### src/hw/rtl/jfkx_pkg.sv
`default_nettype none

package jfkx_pkg;

  localparam int NUMBER_WIDTH = 32;
  localparam int VALUE_WIDTH  = 32;

  localparam logic [2:0] KIND_NUM1     = 3'd0;
  localparam logic [2:0] KIND_NUM2     = 3'd1;
  localparam logic [2:0] KIND_MSG_CHAR = 3'd2;
  localparam logic [2:0] KIND_MSG_END  = 3'd3;
  localparam logic [2:0] KIND_BOOL     = 3'd4;
  localparam logic [2:0] KIND_BODY_END = 3'd5;

  localparam logic [7:0] MAX_MSG_RESET = 8'd31;

  // Key text, indexed by key then by character position.
  localparam logic [7:0] KEY_TEXT [4][4] = '{
    '{8'h6e, 8'h75, 8'h6d, 8'h31},
    '{8'h6e, 8'h75, 8'h6d, 8'h32},
    '{8'h6d, 8'h73, 8'h67, 8'h00},
    '{8'h62, 8'h6f, 8'h6f, 8'h6c}
  };
  localparam logic [2:0] KEY_LEN [4] = '{3'd4, 3'd4, 3'd3, 3'd4};

  typedef struct packed {
    logic [2:0]             kind;
    logic [VALUE_WIDTH-1:0] value;
    logic                   body_end;
  } res_t;

  typedef struct packed {
    logic [1:0] count;
    res_t       first;
    res_t       second;
  } res_pair_t;

  function automatic res_t make_res(input logic [2:0] kind,
                                    input logic [VALUE_WIDTH-1:0] value,
                                    input logic body_end);
    res_t r;
    r.kind     = kind;
    r.value    = value;
    r.body_end = body_end;
    return r;
  endfunction

endpackage

`default_nettype wire

### src/hw/rtl/json_fixed_key_field_extractor.sv
// Extracts fixed keys from a flat JSON body arriving one byte per item.
// Input channel: in_valid, in_stall, in_byte. A byte is taken at a clock edge
// where in_valid is high and in_stall is low.
// Result channel: out_valid, out_stall, out_field_kind, out_field_value and
// out_body_end. A result is taken where out_valid is high and out_stall low.
// Configuration: cfg_valid, cfg_ready, cfg_data write the message length
// limit; cfg_ready is always high, and writes belong between bodies.
// A byte taken is held in byte_r and parsed from there; its results are
// written into the result queue and offered from its head.
// Throughput: one byte per cycle while in_stall is low. Results leave one per
// cycle; a byte that closes a value and the body gives two results, and the
// queue takes the extra one, so with the receiver ready the input never waits.
// A four-entry result queue decouples the sides, so bytes keep flowing while
// a finished result waits. When the receiver stalls, the queue fills and
// in_stall rises once fewer than two entries are free; nothing is lost.
// Reset clears the parser to wait for an opening brace, empties the queue
// and sets the message limit to 31 characters.
`default_nettype none

module json_fixed_key_field_extractor
  import jfkx_pkg::*;
(
  input  wire logic                   clk,
  input  wire logic                   rst_n,
  input  wire logic                   in_valid,
  output logic                        in_stall,
  input  wire logic [7:0]             in_byte,
  output logic                        out_valid,
  input  wire logic                   out_stall,
  output logic [2:0]                  out_field_kind,
  output logic [VALUE_WIDTH-1:0]      out_field_value,
  output logic                        out_body_end,
  input  wire logic                   cfg_valid,
  output logic                        cfg_ready,
  input  wire logic [7:0]             cfg_data
);

  logic       vld_r, vld_nxt;
  logic [7:0] byte_r;
  logic       step;
  logic       in_take;
  logic       out_take;
  logic [2:0] q_fill;
  res_pair_t  results;
  res_t       head;

  assign cfg_ready = 1'b1;
  assign step      = vld_r && (q_fill <= 3'd2);
  assign in_stall  = vld_r && !step;
  assign in_take   = in_valid && !in_stall;
  assign out_take  = out_valid && !out_stall;

  assign out_field_kind  = head.kind;
  assign out_field_value = head.value;
  assign out_body_end    = head.body_end;

  always_comb begin
    vld_nxt = vld_r;
    if (in_take) begin
      vld_nxt = 1'b1;
    end else if (step) begin
      vld_nxt = 1'b0;
    end
  end

  always_ff @(posedge clk) begin
    if (!rst_n) begin
      vld_r <= 1'b0;
    end else begin
      vld_r <= vld_nxt;
    end
  end

  always_ff @(posedge clk) begin
    if (in_take) begin
      byte_r <= in_byte;
    end
  end

  jfkx_parser u_parser (
    .clk      (clk),
    .rst_n    (rst_n),
    .step     (step),
    .byte_in  (byte_r),
    .cfg_we   (cfg_valid && cfg_ready),
    .cfg_data (cfg_data),
    .results  (results)
  );

  jfkx_result_queue u_queue (
    .clk       (clk),
    .rst_n     (rst_n),
    .push      (results),
    .pop       (out_take),
    .head      (head),
    .not_empty (out_valid),
    .fill      (q_fill)
  );

  a_body_end_kind: assert property (@(posedge clk) disable iff (!rst_n)
    out_valid && out_body_end |-> out_field_kind == KIND_BODY_END)
    else $error("Body-end flag on a result that is not a body end.");

  a_msg_end_zero: assert property (@(posedge clk) disable iff (!rst_n)
    out_valid && out_field_kind == KIND_MSG_END |-> out_field_value == '0)
    else $error("Message-end result carries a non-zero value.");

  a_stall_full: assert property (@(posedge clk) disable iff (!rst_n)
    in_stall |-> q_fill >= 3'd3 && vld_r)
    else $error("Input held back while the result queue has room.");

  a_reset_empty: assert property (@(posedge clk)
    !rst_n |=> !out_valid)
    else $error("Result offered straight after reset.");

endmodule

`default_nettype wire

### src/hw/rtl/jfkx_parser.sv
`default_nettype none

module jfkx_parser
  import jfkx_pkg::*;
(
  input  wire logic       clk,
  input  wire logic       rst_n,
  input  wire logic       step,
  input  wire logic [7:0] byte_in,
  input  wire logic       cfg_we,
  input  wire logic [7:0] cfg_data,
  output res_pair_t       results
);

  localparam logic [2:0] PH_IDLE    = 3'd0;
  localparam logic [2:0] PH_SCAN    = 3'd1;
  localparam logic [2:0] PH_KEY     = 3'd2;
  localparam logic [2:0] PH_SKIP    = 3'd3;
  localparam logic [2:0] PH_SEP     = 3'd4;
  localparam logic [2:0] PH_NUMBER  = 3'd5;
  localparam logic [2:0] PH_MESSAGE = 3'd6;
  localparam logic [2:0] PH_BOOLEAN = 3'd7;

  localparam logic [3:0] K_MSG  = 4'b0100;
  localparam logic [3:0] K_BOOL = 4'b1000;
  localparam logic [3:0] K_NUM2 = 4'b0010;

  localparam logic [7:0] CH_OPEN  = 8'h7b;
  localparam logic [7:0] CH_CLOSE = 8'h7d;
  localparam logic [7:0] CH_QUOTE = 8'h22;
  localparam logic [7:0] CH_COMMA = 8'h2c;
  localparam logic [7:0] CH_COLON = 8'h3a;
  localparam logic [7:0] CH_SPACE = 8'h20;
  localparam logic [7:0] CH_TRUE  = 8'h74;
  localparam logic [7:0] CH_ZERO  = 8'h30;

  logic [2:0]              phase_r, phase_nxt;
  logic [1:0]              pos_r, pos_nxt;
  logic [3:0]              cand_r, cand_nxt;
  logic [NUMBER_WIDTH-1:0] acc_r, acc_nxt;
  logic [7:0]              cnt_r, cnt_nxt;
  logic [7:0]              max_len_r;

  logic [3:0]              match;
  logic [3:0]              done;
  logic [3:0]              done_onehot;
  logic [NUMBER_WIDTH-1:0] byte_ext;
  logic [NUMBER_WIDTH-1:0] acc_fold;
  logic [NUMBER_WIDTH-1:0] acc_first;
  logic [2:0]              num_kind;
  logic                    can_emit;
  res_t                    body_res;
  res_t                    char_res;

  assign byte_ext  = {{(NUMBER_WIDTH-8){1'b0}}, byte_in};
  assign acc_fold  = (acc_r << 3) + (acc_r << 1) + byte_ext
                     - {{(NUMBER_WIDTH-8){1'b0}}, CH_ZERO};
  assign acc_first = byte_ext - {{(NUMBER_WIDTH-8){1'b0}}, CH_ZERO};
  assign num_kind  = (cand_r == K_NUM2) ? KIND_NUM2 : KIND_NUM1;
  assign can_emit  = cnt_r < max_len_r;
  assign body_res  = make_res(KIND_BODY_END, '0, 1'b1);
  assign char_res  = make_res(KIND_MSG_CHAR, {{(VALUE_WIDTH-8){1'b0}}, byte_in}, 1'b0);

  always_comb begin
    for (int k = 0; k < 4; k++) begin
      match[k] = cand_r[k] && ({1'b0, pos_r} < KEY_LEN[k]) &&
                 (KEY_TEXT[k][pos_r] == byte_in);
      done[k]  = match[k] && (KEY_LEN[k] == {1'b0, pos_r} + 3'd1);
    end
    done_onehot = '0;
    for (int k = 3; k >= 0; k--) begin
      if (done[k]) begin
        done_onehot = 4'(1 << k);
      end
    end
  end

  always_comb begin
    phase_nxt      = phase_r;
    pos_nxt        = pos_r;
    cand_nxt       = cand_r;
    acc_nxt        = acc_r;
    cnt_nxt        = cnt_r;
    results.count  = 2'd0;
    results.first  = body_res;
    results.second = body_res;

    if (phase_r == PH_IDLE) begin
      if (byte_in == CH_OPEN) begin
        phase_nxt = PH_SCAN;
        pos_nxt   = '0;
        cand_nxt  = '0;
        acc_nxt   = '0;
        cnt_nxt   = '0;
      end
    end else if (phase_r == PH_MESSAGE) begin
      if (byte_in == CH_QUOTE) begin
        results.count = 2'd1;
        results.first = make_res(KIND_MSG_END, '0, 1'b0);
        phase_nxt     = PH_SCAN;
      end else if (can_emit) begin
        results.count = 2'd1;
        results.first = char_res;
        cnt_nxt       = cnt_r + 8'd1;
      end
    end else if (byte_in == CH_OPEN) begin
      phase_nxt = PH_SCAN;
      pos_nxt   = '0;
      cand_nxt  = '0;
      acc_nxt   = '0;
      cnt_nxt   = '0;
    end else begin
      unique case (phase_r)
        PH_IDLE, PH_MESSAGE: begin
        end
        PH_SCAN, PH_KEY: begin
          if (phase_r == PH_KEY && match != 4'b0000) begin
            if (done != 4'b0000) begin
              cand_nxt  = done_onehot;
              pos_nxt   = '0;
              acc_nxt   = '0;
              cnt_nxt   = '0;
              phase_nxt = PH_SKIP;
            end else begin
              cand_nxt = match;
              pos_nxt  = pos_r + 2'd1;
            end
          end else begin
            // A broken key match falls back to scanning the same byte.
            phase_nxt = PH_SCAN;
            if (byte_in == CH_QUOTE) begin
              phase_nxt = PH_KEY;
              pos_nxt   = '0;
              cand_nxt  = 4'hf;
            end else if (byte_in == CH_CLOSE) begin
              results.count = 2'd1;
              phase_nxt     = PH_IDLE;
              pos_nxt       = '0;
              cand_nxt      = '0;
              acc_nxt       = '0;
              cnt_nxt       = '0;
            end
          end
        end
        PH_SKIP: begin
          if (byte_in == CH_CLOSE) begin
            results.count = 2'd1;
            phase_nxt     = PH_IDLE;
            pos_nxt       = '0;
            cand_nxt      = '0;
            acc_nxt       = '0;
            cnt_nxt       = '0;
          end else begin
            phase_nxt = PH_SEP;
          end
        end
        PH_SEP: begin
          if (byte_in == CH_COLON || byte_in == CH_SPACE) begin
          end else if (cand_r == K_MSG) begin
            if (byte_in == CH_QUOTE) begin
            end else if (byte_in == CH_CLOSE) begin
              results.count = 2'd1;
              phase_nxt     = PH_IDLE;
              pos_nxt       = '0;
              cand_nxt      = '0;
              acc_nxt       = '0;
              cnt_nxt       = '0;
            end else begin
              phase_nxt = PH_MESSAGE;
              if (can_emit) begin
                results.count = 2'd1;
                results.first = char_res;
                cnt_nxt       = cnt_r + 8'd1;
              end
            end
          end else if (cand_r == K_BOOL) begin
            acc_nxt   = {{(NUMBER_WIDTH-1){1'b0}}, byte_in == CH_TRUE};
            phase_nxt = PH_BOOLEAN;
            if (byte_in == CH_COMMA || byte_in == CH_CLOSE) begin
              results.count = 2'd1;
              results.first = make_res(KIND_BOOL, '0, 1'b0);
              phase_nxt     = PH_SCAN;
              if (byte_in == CH_CLOSE) begin
                results.count = 2'd2;
                phase_nxt     = PH_IDLE;
                pos_nxt       = '0;
                cand_nxt      = '0;
                acc_nxt       = '0;
                cnt_nxt       = '0;
              end
            end
          end else begin
            phase_nxt = PH_NUMBER;
            acc_nxt   = acc_first;
            if (byte_in == CH_COMMA || byte_in == CH_CLOSE) begin
              acc_nxt       = '0;
              results.count = 2'd1;
              results.first = make_res(num_kind, '0, 1'b0);
              phase_nxt     = PH_SCAN;
              if (byte_in == CH_CLOSE) begin
                results.count = 2'd2;
                phase_nxt     = PH_IDLE;
                pos_nxt       = '0;
                cand_nxt      = '0;
                cnt_nxt       = '0;
              end
            end
          end
        end
        PH_NUMBER, PH_BOOLEAN: begin
          if (byte_in == CH_COMMA || byte_in == CH_CLOSE) begin
            results.count = 2'd1;
            results.first = make_res((phase_r == PH_NUMBER) ? num_kind : KIND_BOOL,
                                     VALUE_WIDTH'(acc_r), 1'b0);
            phase_nxt     = PH_SCAN;
            if (byte_in == CH_CLOSE) begin
              results.count = 2'd2;
              phase_nxt     = PH_IDLE;
              pos_nxt       = '0;
              cand_nxt      = '0;
              acc_nxt       = '0;
              cnt_nxt       = '0;
            end
          end else if (phase_r == PH_NUMBER) begin
            acc_nxt = acc_fold;
          end
        end
      endcase
    end

    if (!step) begin
      results.count = 2'd0;
    end
  end

  always_ff @(posedge clk) begin
    if (!rst_n) begin
      phase_r   <= PH_IDLE;
      pos_r     <= '0;
      cand_r    <= '0;
      acc_r     <= '0;
      cnt_r     <= '0;
      max_len_r <= MAX_MSG_RESET;
    end else begin
      if (step) begin
        phase_r <= phase_nxt;
        pos_r   <= pos_nxt;
        cand_r  <= cand_nxt;
        acc_r   <= acc_nxt;
        cnt_r   <= cnt_nxt;
      end
      if (cfg_we) begin
        max_len_r <= cfg_data;
      end
    end
  end

endmodule

`default_nettype wire

### src/hw/rtl/jfkx_result_queue.sv
`default_nettype none

module jfkx_result_queue
  import jfkx_pkg::*;
(
  input  wire logic       clk,
  input  wire logic       rst_n,
  input  wire res_pair_t  push,
  input  wire logic       pop,
  output res_t            head,
  output logic            not_empty,
  output logic [2:0]      fill
);

  res_t       q_r [4];
  logic [1:0] head_r, head_nxt;
  logic [1:0] tail_r, tail_nxt;
  logic [2:0] count_r, count_nxt;
  logic [1:0] tail_next_slot;

  assign tail_next_slot = tail_r + 2'd1;
  assign head           = q_r[head_r];
  assign not_empty      = count_r != 3'd0;
  assign fill           = count_r;

  always_comb begin
    head_nxt  = head_r + {1'b0, pop};
    tail_nxt  = tail_r + push.count;
    count_nxt = count_r + {1'b0, push.count} - {2'b00, pop};
  end

  always_ff @(posedge clk) begin
    if (push.count != 2'd0) begin
      q_r[tail_r] <= push.first;
    end
    if (push.count == 2'd2) begin
      q_r[tail_next_slot] <= push.second;
    end
  end

  always_ff @(posedge clk) begin
    if (!rst_n) begin
      head_r  <= '0;
      tail_r  <= '0;
      count_r <= '0;
    end else begin
      head_r  <= head_nxt;
      tail_r  <= tail_nxt;
      count_r <= count_nxt;
    end
  end

endmodule

`default_nettype wire

### config.mk
export PLATFORM = sky130hd
export DESIGN_NAME = json_fixed_key_field_extractor
export DESIGN_NICKNAME = d
export VERILOG_FILES = /design/src/hw/rtl/jfkx_pkg.sv /design/src/hw/rtl/json_fixed_key_field_extractor.sv /design/src/hw/rtl/jfkx_parser.sv /design/src/hw/rtl/jfkx_result_queue.sv
export SDC_FILE = /design/constraint.sdc
export NUM_CORES = 1
export LEC_CHECK = 0
export BUFFER_PORTS_ARGS = -buffer_cell sky130_fd_sc_hd__buf_2
export CORE_ASPECT_RATIO = 0.9
export CORE_UTILIZATION = 60
export CTS_CLUSTER_SIZE = 40
export DETAILED_ROUTE_END_ITERATION = 6
export PLACE_DENSITY = 0.77
export SYNTH_ARGS = -nofsm -noshare
export SYNTH_HDL_FRONTEND = slang
export SYNTH_SLANG_ARGS = --single-unit
### constraint.sdc
create_clock -name clk -period 10.8 [get_ports clk]
set_clock_uncertainty 0.1 [all_clocks]
set_input_delay 2.16 -clock clk [delete_from_list [all_inputs] [get_ports clk]]
set_output_delay 2.16 -clock clk [all_outputs]
set_load 0.01 [all_outputs]
==> results of run 1 <==
-- stage by stage --
step                      total power, mW  hold slack, ns  instances
after CTS                            1.92           0.353       1946
after global routing                 1.98           0.368       1946
after global placement               1.07           0.339       1905
after floorplan                      1.02           0.332       1644
final                                1.92           0.352       1946
after detailed placement             1.07           0.345       1905
-- cell usage after synthesis (21+ instances only) --
library cell / number
nand2_1: 161
mux4_2: 36
o21ai_0: 94
a22oi_1: 21
clkbuf_1: 67
a211oi_1: 29
nand3_1: 103
o31ai_1: 30
inv_1: 120
dfxtp_1: 209
nand4_1: 36
a21oi_1: 130
nor3_1: 29
ha_1: 102
nor2_1: 110
-- how the worst max path moves through the flow --
| stage | slack, ns | start | endpoint |
|---|---|---|---|
| 2_1_floorplan | 6.66 | u_queue.head_r[0] | out_field_kind[0] |
| 3_3_place_gp | 6.47 | byte_r[3] | u_parser.acc_r[30] |
| 3_5_place_dp | 6.38 | byte_r[3] | u_parser.acc_r[30] |
| 4_1_cts | 6.22 | u_queue.head_r[0] | out_field_value[11] |
| 5_1_grt | 6.04 | byte_r[3] | u_parser.acc_r[30] |
| 6_report | 6.26 | u_queue.head_r[0] | out_field_value[11] |
-- cell type report --
| cell class | count | area share (%) |
|---|---|---|
| flip-flops and latches | 217 | 29.9 |
| clock inverters | 12 | 1.28 |
| well taps | 297 | 2.51 |
| inverters | 121 | 3.06 |
| clock buffers | 29 | 4.31 |
| multi-input cells | 1194 | 56.1 |
| repair buffers | 76 | 2.87 |
-- state kept, by name (all words and copies together) (netlist names) --
register            flops
u_queue.head_r          2
vld_r                   1
u_parser.pos_r          2
u_parser.acc_r         32
u_queue.q_r           144
u_parser.phase_r        3
u_parser.cand_r         4
u_parser.max_len_r      8
u_parser.cnt_r          8
u_queue.tail_r          2
u_queue.fill            3
byte_r                  8
-- power groups by stage --
stage / Combinational (mW) / Sequential, mW / Clock (mW)
2_1_floorplan: 0.176 / 0.844 / 0
3_3_place_gp: 0.215 / 0.850 / 0
3_5_place_dp: 0.218 / 0.851 / 0
4_1_cts: 0.224 / 0.833 / 0.867
5_1_grt: 0.244 / 0.834 / 0.903
6_report: 0.224 / 0.834 / 0.864
-- cells by family (layout without fill, tap and decap cells) --
family / Yosys count / count (layout) / synth area share, %
DFF: 217 / 217 / 32.3
AOI/OAI and AO/OA: 449 / 449 / 21.3
adders and majority gates: 109 / 109 / 10.3
xor gates and xnor gates: 36 / 36 / 2.30
buffers and inverters: 233 / 238 / 7.27
muxes: 46 / 46 / 6.65
and+or+nand+nor: 553 / 553 / 19.9
other: 1 / 1 / 0.0273
-- metal layers --
metal | track usage (%) | up-vias
li1 | - | 5926
met1 | 44.3 | 5856
met2 | 48.8 | 633
met3 | 6.24 | 99
met4 | 10.1 | 0
met5 | 0 | -
-- worst max-delay path, delay by kind of cell, from the launching register on --
| family | cells | cell delay (ns) |
|---|---|---|
| DFF | 1 | 0.31 |
| buffers and inverters | 2 | 0.76 |
| muxes | 1 | 0.64 |
==> reports/metrics.csv, run 1 <==
metric,value,unit
ys_seq_elements,217,
worstReg2RegEnd,u_queue.q_r[0][20],
rr_startpoint,byte_r[5],
place_ws,6.38,ns
drc,3,
ios,60,
core_region_area,22400,sq um
drv_slew,0,
register_area,4430,sq um
cts_tree,done,
chipWidth,161,um
critical-path-max-stage-delay,0.64,ns
reg2regPathDepth,11,
p_comb_share,11.6,%
synth_edf_count,8,
drive_above_1_share,11.7,%
fin_crit_sh,42.0,%
multi_input_area,8320,sq um
yosys.area.top_type_share,30.5,%
worstHoldPathCells,2,
htreeDepth,1,
post-dp-hpwl,25700,um
tns,0,ns
start_util,61.1,%
yosys_warnings,0,
cp.required,8.54,ns
status,"finished, violations left",
power.density,130,nW/um^2
die_area,23500,sq um
min_delay_worst_endpoint,u_queue.q_r[2][12],
worst_slew_pin_slew,1.18,ns
clock_power_share,45.0,%
p_leak,5.78,nW
gr-total-overflow,0,
finalWorstSetupSlack,6.26,ns
hp-start,u_queue.q_r[2][12],
nNetsFinal,1763,
cts_setup_buffers,0,
peakVddDrop,206,uV
path_max_fanout,37,
ys_seq_area_share,32.3,%
antenna_cells,0,
reg2reg_setup_slack,6.27,ns
synth_area,13700,sq um
ant_nets,0,
internal-power,1.44,mW
cp_slowest_cell,mux4_2,
grt_pass1_vias,11528,
min_period,4.54,ns
ys.flop_type,dfxtp_1,
drt_iter0_markers,1502,
worstSetupPathType,flop to primary output,
grt_usage,31.6,%
grt_pass1_wl,60000,um
ys_async_sr_fraction,0,%
hold_class,flop to flop,
clkSinkCount,217,
cts.repair.resized,0,
rsz0062_at_grt,false,
violations,DRC,
ctsHoldBuffers,0,
clk_latency,0.53,ns
dr.pass1.iters,7,
met1Wirelength,16300,um
sw_frac_of_total,25.3,%
num_vias,12514,
filler_cell_count,1869,
via_per_inst,6.43,
drv_cap,0,
top_layer,met4,
fin_area,14800,sq um
final_util,66.0,%
antenna_found_initial,0,
endpoint_kind,primary output,
gp_congestion,0.952,
synth_top_area_cell,dfxtp_1,
synth_area_leaders,"dfxtp_1 31%, ha_1 9.3%, mux4_2 5.9%",
die_h,145,um
syn-instance-count,1644,
rows,52,
cts-buffers-inserted,23,
syn_avg_cell_area,8.34,sq um
synth.distinct_cells,89,
finalHoldViolCount,0,
final_cell_mix,"208 x dfxtp_1, 161 x nand2_1, 130 x a21oi_1, 120 x inv_1, 108 x nor2_1",
portBuffers,58,
routed_wl,37400,um
timing.fmax,0.220,GHz
grt_max_degree,84,
relSlewSlack,21.3,%
clk_path_buf_depth,3,
cp.arrival,2.28,ns
place_area,14000,sq um
switching_power,0.485,mW
final-setup-viol-count,0,
synth_fp_nets,1774,
crit_chain,buf_4 -> mux4_2 -> buf_2,
clkTransAtPathRegs,0.06,ns
ctsRootBufferMaster,clkbuf_16,
route.met3.wl,3830,um
dr_wl_met2,16300,um
cp-start-kind,flop,
wl_per_cell,19.2,um
seq_power_share,43.4,%
layout_commonest_cell,dfxtp_1,
syn2layout_area_growth,8.05,%
No activity file was read; power rests on OpenSTA's default activity.
==> inputs of run 2 (changes only) <==
==> constraint.sdc (replaced) <==
create_clock -name clk -period 4.6 [get_ports clk]
set_clock_uncertainty 0.1 [all_clocks]
set_input_delay 0.92 -clock clk [delete_from_list [all_inputs] [get_ports clk]]
set_output_delay 0.92 -clock clk [all_outputs]
set_load 0.01 [all_outputs]
==> reports/metrics.csv, run 2 (synthesis gave the netlist of run 1 again) <==
metric,value,unit,change
status,"finished, violations left",,unchanged
violations,DRC,,unchanged
p_leak,5.87,nW,was 5.78 nW
drv_cap,0,,unchanged
die_h,145,um,unchanged
worst_slew_pin_slew,0.990,ns,was 1.18 ns
cp_num_cells,14,,was 3
grt_max_degree,75,,was 84
nNetsFinal,1780,,was 1763
cp-startpoint,u_parser.acc_r[0],,was u_queue.head_r[0]
min_period,4.26,ns,
layout_commonest_cell,dfxtp_1,,unchanged
critical-path-max-stage-delay,0.46,ns,was 0.64 ns
endpoint,u_parser.acc_r[30],,was out_field_value[11]
grt_pass1_wl,61400,um,was 60000 um
portBuffers,58,,unchanged
endpoint_kind,flop,,was primary output
worstHoldPathCells,2,,unchanged
tns,0,ns,unchanged
ctsRootBufferMaster,clkbuf_16,,unchanged
clkTransAtPathRegs,0.06,ns,about the same
core_region_area,22400,sq um,unchanged
routed_wl,38100,um,was 37400 um
antenna_cells,0,,unchanged
path_max_fanout,5,,was 37
ant_nets,0,,unchanged
drt_iter0_markers,1558,,was 1502
gr-total-overflow,0,,unchanged
cp.arrival,4.57,ns,was 2.28 ns
post-dp-hpwl,26400,um,was 25700 um
finalHoldViolCount,0,,unchanged
dp_cells,1921,,was 1905
start_util,61.1,%,unchanged
reg_top3,"u_queue.q_r: 144 flops, u_parser.acc_r: 32 flops",,unchanged
relSlewSlack,33.5,%,was 21.3%
cp-start-kind,flop,,unchanged
die_area,23500,sq um,unchanged
place_area,14100,sq um,was 14000 sq um
cts.repair.resized,0,,unchanged
rows,52,,unchanged
fin_area,14900,sq um,was 14800 sq um
peakVddDrop,367,uV,was 206 uV
clkSinkCount,217,,unchanged
wl_per_cell,19.4,um,was 19.2 um
worstReg2RegEnd,u_parser.acc_r[30],,was u_queue.q_r[0][20]
rsz0062_at_grt,false,,unchanged
chipWidth,161,um,unchanged
largest-register,u_queue.q_r,,unchanged
largest_register_ffs,144,,unchanged
worst_hold_slack,0.351,ns,was 0.352 ns
timing.fmax,0.235,GHz,
clk_path_buf_depth,3,,unchanged
cts_tree,done,,unchanged
hold_class,flop to flop,,unchanged
reg2regPathDepth,14,,was 11
worstSetupPathType,flop to flop,,was flop to primary output
gp_congestion,0.954,,was 0.952
fin_crit_sh,92.5,%,
final-setup-viol-count,0,,unchanged
final_cell_mix,"208 x dfxtp_1, 161 x nand2_1, 130 x a21oi_1, 120 x inv_1, 108 x nor2_1",,unchanged
filler_cell_count,1858,,was 1869
power.density,300,nW/um^2,was 130 nW/um^2
drv_slew,0,,unchanged
crit_buf_inv,2,,unchanged
register_area,4430,sq um,unchanged
syn2layout_area_growth,8.90,%,was 8.05%
drc,1,,was 3
final_cells,1962,,was 1946
dr.pass1.iters,7,,unchanged
multi_input_area,8310,sq um,was 8320 sq um
cp.required,4.91,ns,was 8.54 ns
ios,60,,unchanged
grt_usage,32.0,%,was 31.6%
cts_setup_buffers,0,,unchanged
cp_top_family,compound AO/OA/AOI/OAI gates,,was buffers and inverters
cp_slowest_cell,or3_1,,was mux4_2
htreeDepth,1,,unchanged
crit_chain,inv_1 -> fa_1 -> inv_1 -> fa_1 -> ha_1 -> a211oi_1 -> o21a_1 -> nor4b_1 -> or3_1 -> a311oi_1 -> o21bai_1 -> or2_2 -> a32o_1 -> a221o_1,,was buf_4 -> mux4_2 -> buf_2
antenna_found_initial,0,,unchanged
grt_pass1_vias,11887,,was 11528
ctsHoldBuffers,0,,unchanged
num_vias,12700,,was 12514
drive_above_1_share,12.6,%,was 11.7%
cts-buffers-inserted,24,,was 23
reg2reg_setup_slack,0.34,ns,was 6.27 ns
rr_startpoint,u_parser.acc_r[0],,was byte_r[5]
via_per_inst,6.47,,was 6.43
clk_latency,0.52,ns,was 0.53 ns
-- run 2: power by group --
| part | total (mW) | internal (mW) | switching (mW) | leakage [nW] |
|---|---|---|---|---|
| clock | 2.00 | 1.20 | 0.793 | 0.405 |
| sequential | 1.99 | 1.92 | 0.0700 | 1.76 |
| combinational | 0.487 | 0.231 | 0.256 | 3.70 |
| total | 4.48 | 3.36 | 1.12 | 5.87 |
-- run 2: metal layers --
| metal | part of all wire (%) | vias up | track usage, % | routed length (um) |
|---|---|---|---|---|
| met3 | 8.8 | 105 | 4.99 | 3340 |
| met2 | 45 | 623 | 50.1 | 17000 |
| met1 | 44 | 6029 | 45.5 | 16700 |
| met4 | 2.7 | 0 | 9.62 | 1040 |
| met5 | 0 | - | 0 | 0 |
| li1 | - | 5943 | - | - |
-- run 2: worst min-delay path by stage --
stage	from	end	slack (ns)
floorplan	u_queue.q_r[3][34]	u_queue.q_r[3][34]	0.33
global placement	u_queue.q_r[2][22]	u_queue.q_r[2][22]	0.34
detailed placement	u_queue.q_r[2][23]	u_queue.q_r[2][23]	0.34
CTS	u_queue.q_r[2][23]	u_queue.q_r[2][23]	0.35
global route	u_queue.q_r[1][14]	u_queue.q_r[1][14]	0.37
finish	u_queue.q_r[2][29]	u_queue.q_r[2][29]	0.35
-- run 2: worst reg2reg max path: stages, from the launching register on --
cell	delay, ns
dfxtp_1	0.43
inv_1	0.12
fa_1	0.41
inv_1	0.10
fa_1	0.44
ha_1	0.34
a211oi_1	0.28
o21a_1	0.22
nor4b_1	0.08
or3_1	0.46
a311oi_1	0.26
o21bai_1	0.10
or2_2	0.27
a32o_1	0.21
a221o_1	0.33
-- run 2: per-stage QoR --
| step | worst slack [ns] | utilization (%) | total power, mW |
|---|---|---|---|
| after floorplan | 0.538 | - | 2.39 |
| after global placement | 0.499 | 62.9 | 2.51 |
| after detailed placement | 0.376 | 62.9 | 2.52 |
| after CTS | 0.371 | 66.5 | 4.49 |
| after global routing | 0.127 | 66.5 | 4.63 |
| final | 0.343 | 66.5 | 4.48 |
-- run 2: cell type report --
type                            instances  area share [%]
Clock inverter                         11           0.963
Clock buffer                           30            4.51
Tap cell                              297            2.49
Inverter                              121            3.04
Sequential cell                       217            29.6
Multi-Input combinational cell       1194            55.6
Timing Repair Buffer                   92            3.74
